===== src/rtl/core/srtf_pkg.sv =====
// Shared types, codes and the sequencer control store for the SRTF scheduler.
package srtf_pkg;

  localparam int SLOTS_DEF = 16;
  localparam int CFG_IDX_W = 4;

  localparam logic [CFG_IDX_W-1:0] CFG_ACTIVE_COUNT = CFG_IDX_W'(0);
  localparam logic [CFG_IDX_W-1:0] CFG_TIME_LIMIT   = CFG_IDX_W'(1);

  localparam logic [4:0]  ACTIVE_COUNT_RST = 5'd16;
  localparam logic [15:0] TIME_LIMIT_RST   = 16'hFFFF;
  localparam logic [4:0]  DONE_MAX         = 5'd31;

  typedef enum logic [1:0] {
    ACT_LOAD = 2'd0,
    ACT_TICK = 2'd1,
    ACT_READ = 2'd2,
    ACT_NOP  = 2'd3
  } act_t;

  typedef struct packed {
    logic [1:0]  action;
    logic [3:0]  slot;
    logic [15:0] arrive_at;
    logic [15:0] run_length;
  } in_t;

  typedef struct packed {
    logic        ran_valid;
    logic [3:0]  ran_slot;
    logic        finished;
    logic [15:0] now;
    logic [15:0] turnaround;
    logic [15:0] waiting;
    logic [4:0]  done_count;
  } out_t;

  typedef enum logic [3:0] {
    ST_IDLE     = 4'd0,
    ST_LOAD     = 4'd1,
    ST_READ     = 4'd2,
    ST_READ_CAP = 4'd3,
    ST_TICK     = 4'd4,
    ST_SCAN     = 4'd5,
    ST_PICK     = 4'd6,
    ST_UPDATE   = 4'd7,
    ST_FINISH   = 4'd8,
    ST_TICK_END = 4'd9,
    ST_EMIT     = 4'd10
  } step_t;

  typedef enum logic [1:0] {
    ADDR_SLOT = 2'd0,
    ADDR_SCAN = 2'd1,
    ADDR_BEST = 2'd2
  } addr_sel_t;

  typedef enum logic [2:0] {
    J_NEXT     = 3'd0,
    J_ALWAYS   = 3'd1,
    J_DISPATCH = 3'd2,
    J_LIMIT    = 3'd3,
    J_SCAN     = 3'd4,
    J_NOTFOUND = 3'd5,
    J_REMNZ    = 3'd6,
    J_EMIT     = 3'd7
  } jcond_t;

  // One control word per sequencer step.
  typedef struct packed {
    addr_sel_t addr_sel;
    logic      idle;
    logic      do_load;
    logic      rd_cap;
    logic      scan_init;
    logic      scan_run;
    logic      upd;
    logic      fin;
    logic      adv;
    logic      emit;
    jcond_t    jc;
    step_t     tgt;
  } ucode_t;

  // Datapath conditions seen by the sequencer.
  typedef struct packed {
    logic       accept;
    logic [1:0] action;
    logic       limit_hit;
    logic       scan_done;
    logic       found;
    logic       rem_nz;
    logic       out_free;
  } status_t;

  function automatic ucode_t ucode_rom(input step_t s);
    ucode_t w;
    w          = '0;
    w.addr_sel = ADDR_SLOT;
    w.jc       = J_NEXT;
    w.tgt      = ST_IDLE;
    unique case (s)
      ST_IDLE: begin
        w.idle = 1'b1;
        w.jc   = J_DISPATCH;
      end
      ST_LOAD: begin
        w.do_load = 1'b1;
        w.jc      = J_ALWAYS;
        w.tgt     = ST_EMIT;
      end
      ST_READ: begin
        w.addr_sel = ADDR_SLOT;
      end
      ST_READ_CAP: begin
        w.rd_cap = 1'b1;
        w.jc     = J_ALWAYS;
        w.tgt    = ST_EMIT;
      end
      ST_TICK: begin
        w.scan_init = 1'b1;
        w.jc        = J_LIMIT;
        w.tgt       = ST_EMIT;
      end
      ST_SCAN: begin
        w.addr_sel = ADDR_SCAN;
        w.scan_run = 1'b1;
        w.jc       = J_SCAN;
      end
      ST_PICK: begin
        w.addr_sel = ADDR_BEST;
        w.jc       = J_NOTFOUND;
        w.tgt      = ST_TICK_END;
      end
      ST_UPDATE: begin
        w.addr_sel = ADDR_BEST;
        w.upd      = 1'b1;
        w.jc       = J_REMNZ;
        w.tgt      = ST_TICK_END;
      end
      ST_FINISH: begin
        w.fin = 1'b1;
      end
      ST_TICK_END: begin
        w.adv = 1'b1;
      end
      ST_EMIT: begin
        w.emit = 1'b1;
        w.jc   = J_EMIT;
        w.tgt  = ST_IDLE;
      end
      default: begin
        w.jc  = J_ALWAYS;
        w.tgt = ST_IDLE;
      end
    endcase
    return w;
  endfunction

  function automatic step_t dispatch_step(input logic [1:0] action);
    step_t s;
    unique case (action)
      ACT_LOAD: s = ST_LOAD;
      ACT_TICK: s = ST_TICK;
      ACT_READ: s = ST_READ;
      default:  s = ST_EMIT;
    endcase
    return s;
  endfunction

endpackage


===== src/rtl/core/srtf_process_scheduler.sv =====
// Shortest-remaining-time-first scheduler top level: config registers and core.
//
// Input channel (in_valid / in_stall / in_data): one transaction per action.
// A load writes a slot's arrival and burst, a tick runs the arrived slot with
// the least nonzero remaining time for one time unit, a read returns a slot's
// statistics. Every transaction gives exactly one result on the output
// channel (out_valid / out_stall / out_data).
// Configuration (cfg_valid / cfg_ready / cfg_index / cfg_data): index 0 sets
// the active slot count, index 1 the time limit; cfg_ready is always high.
// A tick at or past the time limit runs no slot and leaves the clock alone;
// any other tick scans the first min(active_count, SLOTS) slots and advances
// the clock by one even when no slot is ready. The scan reads one slot a
// cycle from the arrival and remaining-time RAMs and picks the slot to run.
// One transaction is in flight at a time: the block takes the next one in
// the cycle after a result is loaded into the output register; a stalled
// result holds until taken and the next result waits behind it.
// Reset clears the clock, the done count and the loaded flags (slots then
// read as unloaded) and restores active count 16 and time limit 65535.
module srtf_process_scheduler import srtf_pkg::*; #(
  parameter int SLOTS = SLOTS_DEF
) (
  input  logic                 clk,
  input  logic                 rst_n,
  input  logic                 in_valid,
  output logic                 in_stall,
  input  in_t                  in_data,
  output logic                 out_valid,
  input  logic                 out_stall,
  output out_t                 out_data,
  input  logic                 cfg_valid,
  output logic                 cfg_ready,
  input  logic [CFG_IDX_W-1:0] cfg_index,
  input  logic [15:0]          cfg_data
);

  logic [4:0]  active_count_r, active_count_nxt;
  logic [15:0] time_limit_r, time_limit_nxt;
  ucode_t      cw;
  status_t     st;

  assign cfg_ready = 1'b1;

  always_comb begin
    active_count_nxt = active_count_r;
    time_limit_nxt   = time_limit_r;
    if (cfg_valid && cfg_ready) begin
      if (cfg_index == CFG_ACTIVE_COUNT) begin
        active_count_nxt = cfg_data[4:0];
      end else if (cfg_index == CFG_TIME_LIMIT) begin
        time_limit_nxt = cfg_data;
      end
    end
  end

  always_ff @(posedge clk) begin
    if (!rst_n) begin
      active_count_r <= ACTIVE_COUNT_RST;
      time_limit_r   <= TIME_LIMIT_RST;
    end else begin
      active_count_r <= active_count_nxt;
      time_limit_r   <= time_limit_nxt;
    end
  end

  srtf_useq u_useq (
    .clk   (clk),
    .rst_n (rst_n),
    .st    (st),
    .cw    (cw)
  );

  srtf_dpath #(.SLOTS(SLOTS)) u_dpath (
    .clk          (clk),
    .rst_n        (rst_n),
    .cw           (cw),
    .st           (st),
    .active_count (active_count_r),
    .time_limit   (time_limit_r),
    .in_valid     (in_valid),
    .in_stall     (in_stall),
    .in_data      (in_data),
    .out_valid    (out_valid),
    .out_stall    (out_stall),
    .out_data     (out_data)
  );

endmodule


===== src/rtl/core/srtf_ram.sv =====
// Generic single-write, single-read RAM with registered read data.
module srtf_ram #(
  parameter int WIDTH = 16,
  parameter int DEPTH = 16
) (
  input  logic                     clk,
  input  logic                     we,
  input  logic [$clog2(DEPTH)-1:0] waddr,
  input  logic [WIDTH-1:0]         wdata,
  input  logic [$clog2(DEPTH)-1:0] raddr,
  output logic [WIDTH-1:0]         rdata
);

  logic [WIDTH-1:0] mem [DEPTH];

  always_ff @(posedge clk) begin
    if (we) begin
      mem[waddr] <= wdata;
    end
    rdata <= mem[raddr];
  end

endmodule


===== src/rtl/core/srtf_useq.sv =====
// Microcode sequencer: step counter, control store lookup and conditional jumps.
module srtf_useq import srtf_pkg::*; (
  input  logic    clk,
  input  logic    rst_n,
  input  status_t st,
  output ucode_t  cw
);

  step_t step_r, step_nxt;
  step_t step_inc;

  assign cw       = ucode_rom(step_r);
  assign step_inc = step_t'(step_r + 4'd1);

  always_comb begin
    step_nxt = step_r;
    unique case (cw.jc)
      J_NEXT:     step_nxt = step_inc;
      J_ALWAYS:   step_nxt = cw.tgt;
      J_DISPATCH: step_nxt = st.accept ? dispatch_step(st.action) : ST_IDLE;
      J_LIMIT:    step_nxt = st.limit_hit ? cw.tgt : step_inc;
      J_SCAN:     step_nxt = st.scan_done ? step_inc : step_r;
      J_NOTFOUND: step_nxt = st.found ? step_inc : cw.tgt;
      J_REMNZ:    step_nxt = st.rem_nz ? cw.tgt : step_inc;
      J_EMIT:     step_nxt = st.out_free ? cw.tgt : step_r;
      default:    step_nxt = ST_IDLE;
    endcase
  end

  always_ff @(posedge clk) begin
    if (!rst_n) begin
      step_r <= ST_IDLE;
    end else begin
      step_r <= step_nxt;
    end
  end

endmodule


===== src/rtl/core/srtf_dpath.sv =====
// Scheduler datapath: slot tables, minimum scan, time and statistics update.
module srtf_dpath import srtf_pkg::*; #(
  parameter int SLOTS = SLOTS_DEF
) (
  input  logic        clk,
  input  logic        rst_n,
  input  ucode_t      cw,
  output status_t     st,
  input  logic [4:0]  active_count,
  input  logic [15:0] time_limit,
  input  logic        in_valid,
  output logic        in_stall,
  input  in_t         in_data,
  output logic        out_valid,
  input  logic        out_stall,
  output out_t        out_data
);

  localparam int SW = $clog2(SLOTS);
  localparam int CW = $clog2(SLOTS + 1);

  logic [3:0]  slot_r, slot_nxt;
  logic [15:0] arv_in_r, arv_in_nxt;
  logic [15:0] len_in_r, len_in_nxt;
  logic [SLOTS-1:0] loaded_r, loaded_nxt;
  logic [15:0] now_r, now_nxt;
  logic [4:0]  done_r, done_nxt;
  logic [CW-1:0] scan_idx_r, scan_idx_nxt;
  logic        pend_v_r, pend_v_nxt;
  logic [SW-1:0] pend_idx_r, pend_idx_nxt;
  logic        found_r, found_nxt;
  logic [SW-1:0] best_r, best_nxt;
  logic [15:0] best_rem_r, best_rem_nxt;
  logic [15:0] tat_r, tat_nxt;
  logic [15:0] burst_r, burst_nxt;
  logic        res_ran_r, res_ran_nxt;
  logic [3:0]  res_slot_r, res_slot_nxt;
  logic        res_fin_r, res_fin_nxt;
  logic [15:0] res_tat_r, res_tat_nxt;
  logic [15:0] res_wt_r, res_wt_nxt;
  logic        out_valid_r, out_valid_nxt;
  out_t        out_data_r, out_data_nxt;

  logic          accept;
  logic          out_free;
  logic [SW-1:0] slot_idx;
  logic          slot_ok;
  logic          slot_wr;
  logic [CW-1:0] eff_count;
  logic [7:0]    ac_ext;
  logic [SW-1:0] raddr;
  logic [31:0]   arr_rdata;
  logic [15:0]   rem_rdata;
  logic [31:0]   stat_rdata;
  logic [15:0]   rem_eff;
  logic          cand;
  logic [15:0]   wt_calc;
  logic          rem_we, stat_we;
  logic [SW-1:0] rem_waddr, stat_waddr;
  logic [15:0]   rem_wdata;
  logic [31:0]   stat_wdata;

  assign accept   = in_valid && cw.idle;
  assign in_stall = !cw.idle;
  assign out_free = !out_valid_r || !out_stall;
  assign slot_idx = SW'(slot_r);
  assign slot_ok  = (32'(slot_r) < SLOTS);
  assign slot_wr  = cw.do_load && slot_ok;

  // Clamp the active count to the number of slots.
  assign ac_ext    = 8'(active_count);
  assign eff_count = (ac_ext > 8'(SLOTS)) ? CW'(SLOTS) : CW'(ac_ext);

  always_comb begin
    unique case (cw.addr_sel)
      ADDR_SCAN: raddr = scan_idx_r[SW-1:0];
      ADDR_BEST: raddr = best_r;
      default:   raddr = slot_idx;
    endcase
  end

  // Unloaded slots read as zero remaining time.
  assign rem_eff = loaded_r[pend_idx_r] ? rem_rdata : 16'd0;
  assign cand    = (arr_rdata[31:16] <= now_r) && (rem_eff != 16'd0) &&
                   (!found_r || (rem_eff < best_rem_r));
  assign wt_calc = (tat_r >= burst_r) ? (tat_r - burst_r) : 16'd0;

  assign rem_we     = slot_wr || cw.upd;
  assign rem_waddr  = cw.upd ? best_r : slot_idx;
  assign rem_wdata  = cw.upd ? (best_rem_r - 16'd1) : len_in_r;
  assign stat_we    = slot_wr || cw.fin;
  assign stat_waddr = cw.fin ? best_r : slot_idx;
  assign stat_wdata = cw.fin ? {tat_r, wt_calc} : 32'd0;

  srtf_ram #(.WIDTH(32), .DEPTH(SLOTS)) u_arr_ram (
    .clk   (clk),
    .we    (slot_wr),
    .waddr (slot_idx),
    .wdata ({arv_in_r, len_in_r}),
    .raddr (raddr),
    .rdata (arr_rdata)
  );

  srtf_ram #(.WIDTH(16), .DEPTH(SLOTS)) u_rem_ram (
    .clk   (clk),
    .we    (rem_we),
    .waddr (rem_waddr),
    .wdata (rem_wdata),
    .raddr (raddr),
    .rdata (rem_rdata)
  );

  srtf_ram #(.WIDTH(32), .DEPTH(SLOTS)) u_stat_ram (
    .clk   (clk),
    .we    (stat_we),
    .waddr (stat_waddr),
    .wdata (stat_wdata),
    .raddr (raddr),
    .rdata (stat_rdata)
  );

  always_comb begin
    st.accept    = accept;
    st.action    = in_data.action;
    st.limit_hit = (now_r >= time_limit);
    st.scan_done = (scan_idx_r >= eff_count) && !pend_v_r;
    st.found     = found_r;
    st.rem_nz    = (best_rem_r != 16'd1);
    st.out_free  = out_free;
  end

  always_comb begin
    slot_nxt     = slot_r;
    arv_in_nxt   = arv_in_r;
    len_in_nxt   = len_in_r;
    loaded_nxt   = loaded_r;
    now_nxt      = now_r;
    done_nxt     = done_r;
    scan_idx_nxt = scan_idx_r;
    pend_v_nxt   = pend_v_r;
    pend_idx_nxt = pend_idx_r;
    found_nxt    = found_r;
    best_nxt     = best_r;
    best_rem_nxt = best_rem_r;
    tat_nxt      = tat_r;
    burst_nxt    = burst_r;
    res_ran_nxt  = res_ran_r;
    res_slot_nxt = res_slot_r;
    res_fin_nxt  = res_fin_r;
    res_tat_nxt  = res_tat_r;
    res_wt_nxt   = res_wt_r;
    out_valid_nxt = out_valid_r;
    out_data_nxt  = out_data_r;

    if (out_valid_r && !out_stall) begin
      out_valid_nxt = 1'b0;
    end

    if (accept) begin
      slot_nxt     = in_data.slot;
      arv_in_nxt   = in_data.arrive_at;
      len_in_nxt   = in_data.run_length;
      res_ran_nxt  = 1'b0;
      res_slot_nxt = 4'd0;
      res_fin_nxt  = 1'b0;
      res_tat_nxt  = 16'd0;
      res_wt_nxt   = 16'd0;
    end

    if (slot_wr) begin
      loaded_nxt[slot_idx] = 1'b1;
    end

    if (cw.rd_cap && slot_ok && loaded_r[slot_idx]) begin
      res_tat_nxt = stat_rdata[31:16];
      res_wt_nxt  = stat_rdata[15:0];
      res_fin_nxt = (stat_rdata[31:16] != 16'd0);
    end

    if (cw.scan_init) begin
      scan_idx_nxt = '0;
      pend_v_nxt   = 1'b0;
      found_nxt    = 1'b0;
    end

    // Compare the slot read last cycle while issuing the next read.
    if (cw.scan_run) begin
      if (pend_v_r && cand) begin
        found_nxt    = 1'b1;
        best_nxt     = pend_idx_r;
        best_rem_nxt = rem_eff;
      end
      if (scan_idx_r < eff_count) begin
        pend_v_nxt   = 1'b1;
        pend_idx_nxt = scan_idx_r[SW-1:0];
        scan_idx_nxt = scan_idx_r + CW'(1);
      end else begin
        pend_v_nxt = 1'b0;
      end
    end

    if (cw.upd) begin
      tat_nxt      = now_r + 16'd1 - arr_rdata[31:16];
      burst_nxt    = arr_rdata[15:0];
      res_ran_nxt  = 1'b1;
      res_slot_nxt = 4'(best_r);
    end

    if (cw.fin) begin
      res_fin_nxt = 1'b1;
      res_tat_nxt = tat_r;
      res_wt_nxt  = wt_calc;
      if (done_r != DONE_MAX) begin
        done_nxt = done_r + 5'd1;
      end
    end

    if (cw.adv) begin
      now_nxt = now_r + 16'd1;
    end

    if (cw.emit && out_free) begin
      out_valid_nxt           = 1'b1;
      out_data_nxt.ran_valid  = res_ran_r;
      out_data_nxt.ran_slot   = res_slot_r;
      out_data_nxt.finished   = res_fin_r;
      out_data_nxt.now        = now_r;
      out_data_nxt.turnaround = res_tat_r;
      out_data_nxt.waiting    = res_wt_r;
      out_data_nxt.done_count = done_r;
    end
  end

  always_ff @(posedge clk) begin
    if (!rst_n) begin
      loaded_r    <= '0;
      now_r       <= 16'd0;
      done_r      <= 5'd0;
      pend_v_r    <= 1'b0;
      found_r     <= 1'b0;
      out_valid_r <= 1'b0;
    end else begin
      loaded_r    <= loaded_nxt;
      now_r       <= now_nxt;
      done_r      <= done_nxt;
      pend_v_r    <= pend_v_nxt;
      found_r     <= found_nxt;
      out_valid_r <= out_valid_nxt;
    end
  end

  always_ff @(posedge clk) begin
    slot_r     <= slot_nxt;
    arv_in_r   <= arv_in_nxt;
    len_in_r   <= len_in_nxt;
    scan_idx_r <= scan_idx_nxt;
    pend_idx_r <= pend_idx_nxt;
    best_r     <= best_nxt;
    best_rem_r <= best_rem_nxt;
    tat_r      <= tat_nxt;
    burst_r    <= burst_nxt;
    res_ran_r  <= res_ran_nxt;
    res_slot_r <= res_slot_nxt;
    res_fin_r  <= res_fin_nxt;
    res_tat_r  <= res_tat_nxt;
    res_wt_r   <= res_wt_nxt;
    out_data_r <= out_data_nxt;
  end

  assign out_valid = out_valid_r;
  assign out_data  = out_data_r;

endmodule


===== config.mk =====
export PLATFORM = sky130hd
export DESIGN_NAME = srtf_process_scheduler
export DESIGN_NICKNAME = d
export VERILOG_FILES = /design/src/rtl/core/srtf_pkg.sv /design/src/rtl/core/srtf_process_scheduler.sv /design/src/rtl/core/srtf_ram.sv /design/src/rtl/core/srtf_useq.sv /design/src/rtl/core/srtf_dpath.sv
export SDC_FILE = /design/constraint.sdc
export NUM_CORES = 2
export LEC_CHECK = 0
export ABC_AREA = 1
export BUFFER_PORTS_ARGS = -buffer_cell sky130_fd_sc_hd__buf_2
export CAP_MARGIN = 15
export CORE_AREA = 2 2 399 401
export DETAILED_ROUTE_END_ITERATION = 8
export DIE_AREA = 0 0 401 403
export SKIP_CTS_REPAIR_TIMING = 1
export SYNTH_ARGS = -nofsm -noshare
export SYNTH_HDL_FRONTEND = slang
export SYNTH_HIERARCHICAL = 1
export SYNTH_SLANG_ARGS = --single-unit

===== constraint.sdc =====
create_clock -name clk -period 7.2 [get_ports clk]
set_clock_uncertainty 0.2 [all_clocks]
set_input_delay 2.16 -clock clk [delete_from_list [all_inputs] [get_ports clk]]
set_output_delay 2.16 -clock clk [all_outputs]
set_load 0.05 [all_outputs]

==> qor.yml <==
sta:
  setup_tns_ps: 0
  rsz0062_at_grt: "no"
  post-route-period-util: 0.697
  setup-violations-final: 0
  worstMarginPinSlew_ps: 1160
  slew_violations: 0
  period_needed_ps: 5020
  fmax_mhz: 199
  maxSlewHeadroom: 0.226
  final_hold_viol_count: 0
layout:
  mostFrequentLayoutCell: "nand2_1"
  final_layout_size_suffix_gt1_frac: 0.0839
  area_delta_synth_final_pct: 11.6
  final_cell_mix: "1990 x nand2_1, 1467 x edfxtp_1, 1190 x inv_1"
  layout.nets: 7068
global_route:
  grt_pass1_wl_um: 275000
  grt_max_degree: 142
  antenna_found_initial: 5
  gr-total-overflow: 0
  first_global_vias: 44100
  grt_usage: 0.225
floorplanning:
  rows: 146
  die_h_um: 403
  die-area_sq_um: 162000
  start_util: 0.448
  chipWidth_um: 401
  boundaryPins: 125
  coreArea_sq_um: 157000
cts:
  htreeDepth: 4
  cts_tree: "yes"
  worstSkewPairLatency_ps: 820
  cts_buffers: 170
  cts_max_path_buffers: 3
  clock-root-buffer: "clkbuf_16"
  clock_sinks: 1619
  cts.clk_slew.worst_paths_ps: 60
routing:
  antenna_left: 0
  drt_iter0_markers: 4480
  firstDrtPassIters: 5
  via_per_inst: 5.14
  drc: 0
  routed_wl_um: 184000
  routedWlPerCell_um: 20.2
  vias: 46900
logic_synthesis:
  syn_area_per_cell_sq_um: 10.3
  syn_nets: 6975
  synthCells: 6815
  syn_area_sq_um: 70500
  yosysWarnings: 6
setup_path:
  endpoint_kind: "register"
  path_delay_family: "buffers and inverters"
  start_kind: "register"
  cp.buffers_inverters: 4
  cp.required_ps: 7710
  cp.arrival_ps: 5530
  slowest_stage: "inv_6"
  cp_max_fo: 132
  worstPathCellList: "inv_1 -> ha_1 -> nand3_2 -> nand2_1 -> ha_1 -> a21oi_1 -> a22oi_2 -> buf_4 -> inv_6 -> buf_4 -> nand2_1 -> nand3_1 -> nand3_1 -> nand3_1 -> nand2_1"
  path_class: "register to register"
  cp_slowest_stage_delay_ps: 810
power:
  p_leak_nw: 33.7
  finalPower_mw: 26.0
  powerDensity_nw_per_um2: 330
  vdd_ir_drop_max_v: 0.000274
placed_design:
  hpwl_um: 99200
  place.gp.congestion: 0.871
  io_buffers: 123
min_path:
  hold_class: "register to register"
run_status:
  status: "complete, no violations"
flow_run:
  maxCapViolations: 0
[flip-flops by register name, indices dropped and copies added (netlist names), 32 cells and up]
signal / count
u_dpath/u_rem_ram/mem: 256
u_dpath/u_arr_ram/mem: 512
u_dpath/out_data: 59
u_dpath/u_arr_ram/rdata: 32
u_dpath/u_stat_ram/rdata: 32
u_dpath/u_stat_ram/mem: 512
[worst reg2reg max path, cell delays in order (launching register included)]
cell     delay (ps)
dfxtp_1         510
inv_1           140
ha_1            250
nand3_2         130
nand2_1         180
ha_1            450
a21oi_1         190
a22oi_2          90
buf_4           380
inv_6           850
buf_4           980
nand2_1         160
nand3_1         110
nand3_1          90
nand3_1         130
nand2_1          60
[worst paths after layout]
check        slack, ps                        from  depth (start not counted)                          end
min                210  u_dpath/u_arr_ram/rdata[3]                          0           u_dpath/burst_r[3]
max               2180            u_useq/step_r[0]                         15  u_dpath/u_arr_ram/rdata[27]
max reg2reg       2180            u_useq/step_r[0]                         15  u_dpath/u_arr_ram/rdata[27]
min reg2reg        210  u_dpath/u_arr_ram/rdata[3]                          0           u_dpath/burst_r[3]
[area by class of cell]
| cell class | instances | area (sq um) |
|---|---|---|
| Antenna cell | 1 | 2.50 |
| Clock buffer | 230 | 4680 |
| Clock inverter | 89 | 1030 |
| Fill cell | 13900 | 78800 |
| Inverter | 1230 | 4630 |
| Multi-Input combinational cell | 3666 | 17300 |
| Sequential cell | 1619 | 47100 |
| Tap cell | 2072 | 2590 |
| Timing Repair Buffer | 221 | 1380 |
[metrics by stage]
stage | hold slack [ps] | instance area [sq um] | worst slack (ps) | cells | utilization
after floorplan | 186 | 70500 | 1450 | 6815 | -
after global placement | 189 | 72900 | 2480 | 8805 | 0.463
after detailed placement | 200 | 72900 | 2330 | 8806 | 0.463
after CTS | 213 | 78700 | 2290 | 9125 | 0.500
after global routing | 215 | 78700 | 1890 | 9127 | 0.500
final | 208 | 78700 | 2180 | 9128 | 0.500
[metal layers]
layer	up-vias	wire, um	GRT usage
li1	22400	-	-
met1	22600	79200	0.311
met2	1595	86900	0.367
met3	317	12300	0.0328
met4	4	5460	0.0749
met5	-	14	0
[power breakdown]
group / total [mW] / internal [mW] / switching [mW]
registers: 11.9 / 11.4 / 0.577
clock network: 8.89 / 5.15 / 3.75
logic: 5.17 / 1.41 / 3.77
No activity file was read; power rests on OpenSTA's default activity.
